--- config.mk ---
export PLATFORM = sky130hd
export DESIGN_NAME = qrm_div_lane
export DESIGN_NICKNAME = d
export VERILOG_FILES = /design/src/rtl/qrm_pkg.sv /design/src/rtl/qrm_div_lane.sv
export SDC_FILE = /design/constraint.sdc
export NUM_CORES = 2
export LEC_CHECK = 0
export ABC_AREA = 1
export ABC_CLOCK_PERIOD_IN_PS = 4700
export BUFFER_PORTS_ARGS = -buffer_cell sky130_fd_sc_hd__buf_2
export CORE_ASPECT_RATIO = 1.5
export CORE_MARGIN = 4
export CORE_UTILIZATION = 61
export CTS_CLUSTER_DIAMETER = 150
export DETAILED_ROUTE_END_ITERATION = 6
export PLACE_DENSITY = 0.9
export SYNTH_ARGS = -nofsm -noshare
export SYNTH_HDL_FRONTEND = slang
export SYNTH_SLANG_ARGS = --single-unit
--- constraint.sdc ---
create_clock -name clock -period 4.7 [get_ports clock]
set_input_delay 0.235 -clock clock [delete_from_list [all_inputs] [get_ports clock]]
set_output_delay 0.235 -clock clock [all_outputs]
set_load 0.05 [all_outputs]
--- src/rtl/qrm_pkg.sv ---
// ----------------------------------------------------------------------------
// Quaternion to rotation matrix: shared definitions
// Width helpers that the top level and the divider lanes both derive from.
// ----------------------------------------------------------------------------
package qrm_pkg;

   localparam int MAX_EFF_WIDTH = 30;

   function automatic int eff_width(input int data_width);
      return (data_width > MAX_EFF_WIDTH) ? MAX_EFF_WIDTH : data_width;
   endfunction

endpackage

--- src/rtl/qrm_div_lane.sv ---
// ----------------------------------------------------------------------------
// Quaternion to rotation matrix: divider lane
// Pipelined restoring division of one numerator magnitude by the squared
// norm, one quotient bit per stage, integer bit first.
// ----------------------------------------------------------------------------
module qrm_div_lane #(
   parameter int DATA_WIDTH = 16,
   parameter int FRAC_BITS  = 14,
   localparam int NWU = 2 * qrm_pkg::eff_width(DATA_WIDTH) + 1
) (
   input  logic                 clock,
   input  logic [FRAC_BITS:0]   stage_en,
   input  logic [NWU-1:0]       a_in,
   input  logic [NWU-1:0]       n_in,
   input  logic                 neg_in,
   output logic [FRAC_BITS:0]   q_out,
   output logic [NWU-1:0]       rem_out,
   output logic [NWU-1:0]       n_out,
   output logic                 neg_out
);
   import qrm_pkg::*;

   logic [FRAC_BITS:0] q_ff   [0:FRAC_BITS];
   logic [NWU-1:0]     rem_ff [0:FRAC_BITS];
   logic [NWU-1:0]     n_ff   [0:FRAC_BITS];
   logic               neg_ff [0:FRAC_BITS];

   for (genvar j = 0; j <= FRAC_BITS; j++) begin : g_stage
      if (j == 0) begin : g_int
         logic ge;
         assign ge = a_in >= n_in;
         always_ff @(posedge clock) begin
            if (stage_en[0]) begin
               q_ff[0]   <= {{FRAC_BITS{1'b0}}, ge};
               rem_ff[0] <= ge ? (a_in - n_in) : a_in;
               n_ff[0]   <= n_in;
               neg_ff[0] <= neg_in;
            end
         end
      end else begin : g_frac
         logic [NWU:0] r2;
         logic [NWU:0] diff;
         logic         ge;
         assign r2   = {rem_ff[j-1], 1'b0};
         assign ge   = r2 >= {1'b0, n_ff[j-1]};
         assign diff = r2 - {1'b0, n_ff[j-1]};
         always_ff @(posedge clock) begin
            if (stage_en[j]) begin
               q_ff[j]   <= {q_ff[j-1][FRAC_BITS-1:0], ge};
               rem_ff[j] <= ge ? diff[NWU-1:0] : r2[NWU-1:0];
               n_ff[j]   <= n_ff[j-1];
               neg_ff[j] <= neg_ff[j-1];
            end
         end
      end
   end

   assign q_out   = q_ff[FRAC_BITS];
   assign rem_out = rem_ff[FRAC_BITS];
   assign n_out   = n_ff[FRAC_BITS];
   assign neg_out = neg_ff[FRAC_BITS];

endmodule

==> run summary, run 1 <==
IO buf count: 164
Rows: 165
Post-synthesis simple-gate area fraction: 0.3361
Max H-tree Level: 3
Initial Util: 0.6136
Area fraction of the dominant cell type after synthesis: 0.4090
Synth Area in Adders: 0.07862
Main area contributors after synthesis: edfxtp_1 (41%), nand2_1 (22%), inv_1 (11%), ha_1 (7.5%), nand3_1 (4.3%)
Die height: 458.7 µm
Post-synthesis mux area share: 0
#FFs+latches synth: 1125
CTS root buffer: clkbuf_16
First-pass GRT wire length: 512.7 mm
Vias in the first global route: 82190
Post_cts resized: 0
Placed Instances: 13410
Error msg: [ERROR GRT-0116] Global routing finished with congestion. Check the congestion regions in the DRC Viewer.
Syn Area/Cell: 7.117 µm²
Complex-gate fraction of the synthesized area: 0.02189
Hpwl dp: 268.5 mm
Synth Instances: 11610
Status: did not finish
EDFF count, synth: 1125
Largest net degree at the start of global routing: 75
Grt total ovfl: 3
Clock Path Buffers: 3
Synth warnings: 0
Io pins: 165
Last step reached: 5_1_grt
Area leader, netlist: edfxtp_1
Xor and xnor fraction of the mapped netlist area: 0.02290
Dpl ws: 1.081 ns
Post-synthesis sequential area ratio: 0.4090
Yosys cell types: 36
Die Width: 308.5 µm
Synth Flop Type: edfxtp_1
Area of the mapped netlist: 82600 µm²
Area after DPL: 84670 µm²
Ys async rst share: 0
CTS hold repair buffers: 78
Post-CTS setup buffer count: 0
GRT Total Usage: 0.4941
Total clock buffers created by CTS: 109
Clock sinks: 1125
RD Place Congestion: 1.120
Syn nets: 12200
Largest family of logic cells by synthesized area: simple AND/OR/NAND/NOR gates
cells in the mapped netlist (all sizes together), types with 32 or more instances:
| cell type | instances |
|---|---|
| nand4 | 88 |
| nor3 | 119 |
| ha | 495 |
| a21oi | 295 |
| buf | 162 |
| nand3b | 92 |
| xor2 | 209 |
| nor2 | 674 |
| or2 | 32 |
| nand3 | 730 |
| edfxtp | 1125 |
| nand2 | 4856 |
| and2 | 106 |
| inv | 2537 |
through the flow:
stage / hold slack, ns / util
after floorplan: 0.3339 / -
after global placement: 0.4004 / 0.6291
after detailed placement: 0.4045 / 0.6291
after CTS: 0.03802 / 0.6616
routing by layer:
layer,GRT overflow,global-route usage
met3,0,0.1601
met1,0,0.3984
met2,3,0.8317
met4,0,0.6424
met5,0,0
logic make-up after synthesis:
logic type                 Yosys count
and+or+nand+nor                   6715
buffers and inverters             2699
DFF                               1125
adders and majority gates          510
AOI/OAI and AO/OA                  341
xor gates and xnor gates           216
==> run 2, diff against run 1 <==
--- a/config.mk
+++ b/config.mk
@@ -8,12 +8,10 @@
 export ABC_AREA = 1
 export ABC_CLOCK_PERIOD_IN_PS = 4700
 export BUFFER_PORTS_ARGS = -buffer_cell sky130_fd_sc_hd__buf_2
-export CORE_ASPECT_RATIO = 1.5
 export CORE_MARGIN = 4
-export CORE_UTILIZATION = 61
-export CTS_CLUSTER_DIAMETER = 150
+export CORE_UTILIZATION = 40
 export DETAILED_ROUTE_END_ITERATION = 6
-export PLACE_DENSITY = 0.9
+export PLACE_DENSITY_LB_ADDON = 0.15
 export SYNTH_ARGS = -nofsm -noshare
 export SYNTH_HDL_FRONTEND = slang
 export SYNTH_SLANG_ARGS = --single-unit
==> run 2 against run 1 <==
The run now ends clean. Synthesized cell count unchanged. Area after synthesis unchanged.
==> run summary, run 2 <==
Layout cells sized above 1: 0.05044
Hpwl dp: 230.7 mm (-14%)
Critical path origin: n_ff[0][32]
Fillers: 21080
Clock Path Buffers: 3 (unchanged)
Area fraction of the dominant cell type after synthesis: 0.4090 (unchanged)
Die Width: 462.4 µm (+50%)
FF-to-FF Start: n_ff[0][32]
#FFs+latches synth: 1125 (unchanged)
Yosys cell types: 36 (unchanged)
Io pins: 165 (unchanged)
Synth Instances: 11610 (unchanged)
Initial Util: 0.4029 (-0.2107)
Via Count: 71580
Startpoint type of the worst setup path: flop
DRT antenna net count: 0
Post-synthesis sequential area ratio: 0.4090 (unchanged)
Actual slew at the worst max-slew pin: 1.228 ns
Final net count: 12450
Setup TNS: 0 ns
Synth warnings: 0 (unchanged)
IR drop worst, VDD: 405.0 µV
Combinational Power Share: 0.519
CTS tree: built
Antenna violations before repair: 2
First-pass GRT wire length: 422.2 mm
Routed vias/inst: 4.881
Residual DRC: 0
Flop pwr share: 0.289
Reg clk slew, reported paths: 0.06 ns
Largest net degree at the start of global routing: 83
Commonest non-fill, non-tap cell in the layout: nand2_1
Fmax: 0.2935 GHz
Pwr Density: 648.8 nW/µm²
Die height: 462.4 µm (+0.82%)
Final critical-path share of the clock period: 0.7250
FF-to-FF path depth: 12
Buf+Inv Stages, Crit Path: 3
Worst Clk Skew: 0.02999 ns
Main area contributors after synthesis: edfxtp_1 (41%), nand2_1 (22%), inv_1 (11%), ha_1 (7.5%), nand3_1 (4.3%)
Slew HR: 0.1812
WL final: 283.3 mm
Starting DRT DRC Count: 6811
FF-to-FF End: rem_ff[1][19]
Max Cap Violations: 0
R2R Setup Slk: 1.29 ns
Clock sinks: 1125 (unchanged)
Slew Viols, Final: 0
Fin. Hold Viols: 0
P_leak: 48.79 nW
Worst Path Max Fanout: 33
Switching share of power: 0.4754
CP cell instances: inv_1, ha_1, inv_1, nor2_1, nand3b_1, nor2_1, nand3_1, nand3_2, nor2_4, buf_4, nand3_1, nand2_1
Area of the mapped netlist: 82600 µm² (unchanged)
Worst-Skew Late Latency: 0.78 ns
Net switching power: 28.16 mW
CP endpoint kind: flop
RD Place Congestion: 1.036 (-7.6%)
Rows: 166 (+0.61%)
Critical path destination: rem_ff[1][19]
Worst Hold Class: input port to flop
Vias in the first global route: 67160
Top Registers: n_ff: 495 flops, rem_ff: 495 flops, q_ff: 120 flops
Ys async rst share: 0 (unchanged)
Syn nets: 12200 (unchanged)
CTS root buffer: clkbuf_16
IO buf count: 164 (unchanged)
Post-CTS setup buffer count: 0 (unchanged)
Total clock buffers created by CTS: 141 (+29%)
Post-synth top cells: nand2_1 (4810), inv_1 (2517), edfxtp_1 (1125), nand3_1 (702), nor2_1 (634)
Post-layout minimum cycle time: 3.408 ns
Stages on worst setup path: 12
Die ar.: 213800 µm²
WL/cell: 19.32 µm
Post-route cell area: 91300 µm²
Status: complete, no violations
Worst Path Required: 5.20 ns
Synth Flop Type: edfxtp_1
Crit path max-delay family: simple AND/OR/NAND/NOR gates
Post_cts resized: 0 (unchanged)
GRT Total Usage: 0.2574
Area delta synth->final: 10.54%
Core area: 205000 µm²
Most frequent cell after synthesis: nand2_1
# setup viols final: 0
Max H-tree Level: 4 (+1)
Clock group share of total power: 0.192
Area leader, netlist: edfxtp_1
EDFF count, synth: 1125 (unchanged)
CP max-delay cell: edfxtp_1
Internal: 31.08 mW
Syn Area/Cell: 7.117 µm² (unchanged)
DR pass1 iterations: 7
CTS hold repair buffers: 76 (-2.6%)
CP max stage delay: 0.57 ns
Worst setup path class: flop to flop
Area after DPL: 85700 µm² (+1.2%)
Worst EP arrival: 3.91 ns
RSZ-0062 raised after global routing: no
Most frequent cells in the layout: nand2_1 (4810), inv_1 (2517), edfxtp_1 (1125)
Grt total ovfl: 0
## run 2: worst min path at each step
stage	from	endpoint	slack [ns]	cells past startpoint
finish	stage_en[12]	rem_ff[12][28]	0.06	1
global route	stage_en[12]	rem_ff[12][28]	0.05	1
CTS	stage_en[12]	rem_ff[12][28]	0.03	1
detailed placement	neg_ff[0][3]	neg_ff[0][4]	0.40	0
global placement	q_ff[1][87]	q_ff[1][103]	0.40	0
floorplan	n_in[0]	n_ff[0][0]	0.33	0
## run 2: cells by family after synthesis
group / count (synthesis) / synth area share
and+or+nand+nor: 6715 / 0.3361
AOI/OAI and AO/OA: 341 / 0.02189
adders and majority gates: 510 / 0.07862
xor gates and xnor gates: 216 / 0.02290
buffers and inverters: 2699 / 0.1315
DFF: 1125 / 0.4090
## run 2: power by group through the flow
stage	clock network [mW]	registers (mW)	logic, mW
global route	12.1	17.3	34.7
global placement	0	17.4	30.2
floorplan	0	16.4	22.0
detailed placement	0	17.4	30.3
CTS	11.7	17.2	30.5
finish	11.4	17.1	30.7
## run 2: layout make-up
class,instances,area [µm²],area share
Multi-Input combinational cell,7782,37960,0.4157
Sequential cell,1125,33780,0.3700
Inverter,2537,9535,0.1044
Clock buffer,159,3681,0.04032
Tap cell,2688,3363,0.03684
Timing Repair Buffer,268,1819,0.01993
Clock inverter,103,1157,0.01268
Antenna cell,3,7.507,0.00008222
## run 2: per-stage QoR
stage          power (mW)  hold WS, ns  cells  worst slack, ns    util
2_1_floorplan       38.43       0.3339  11610            2.684       -
3_3_place_gp        47.62       0.4009  14320            1.360  0.4180
3_5_place_dp        47.66       0.4045  14320            1.397  0.4180
4_1_cts             59.42      0.02657  14660            1.355  0.4453
5_1_grt             64.12      0.04943  14660            1.160  0.4454
6_report            59.24      0.06115  14670            1.292  0.4454
## run 2: metal layers
layer  vias up  GRT usage  routed length [µm]
met3       342    0.03576               17090
met1     32920     0.3680              132600
met2      2132     0.4120              126800
li1      36180          -                   -
met4         2    0.06082                6793
met5         -          0                   9
No activity file was read; power rests on OpenSTA's default activity.
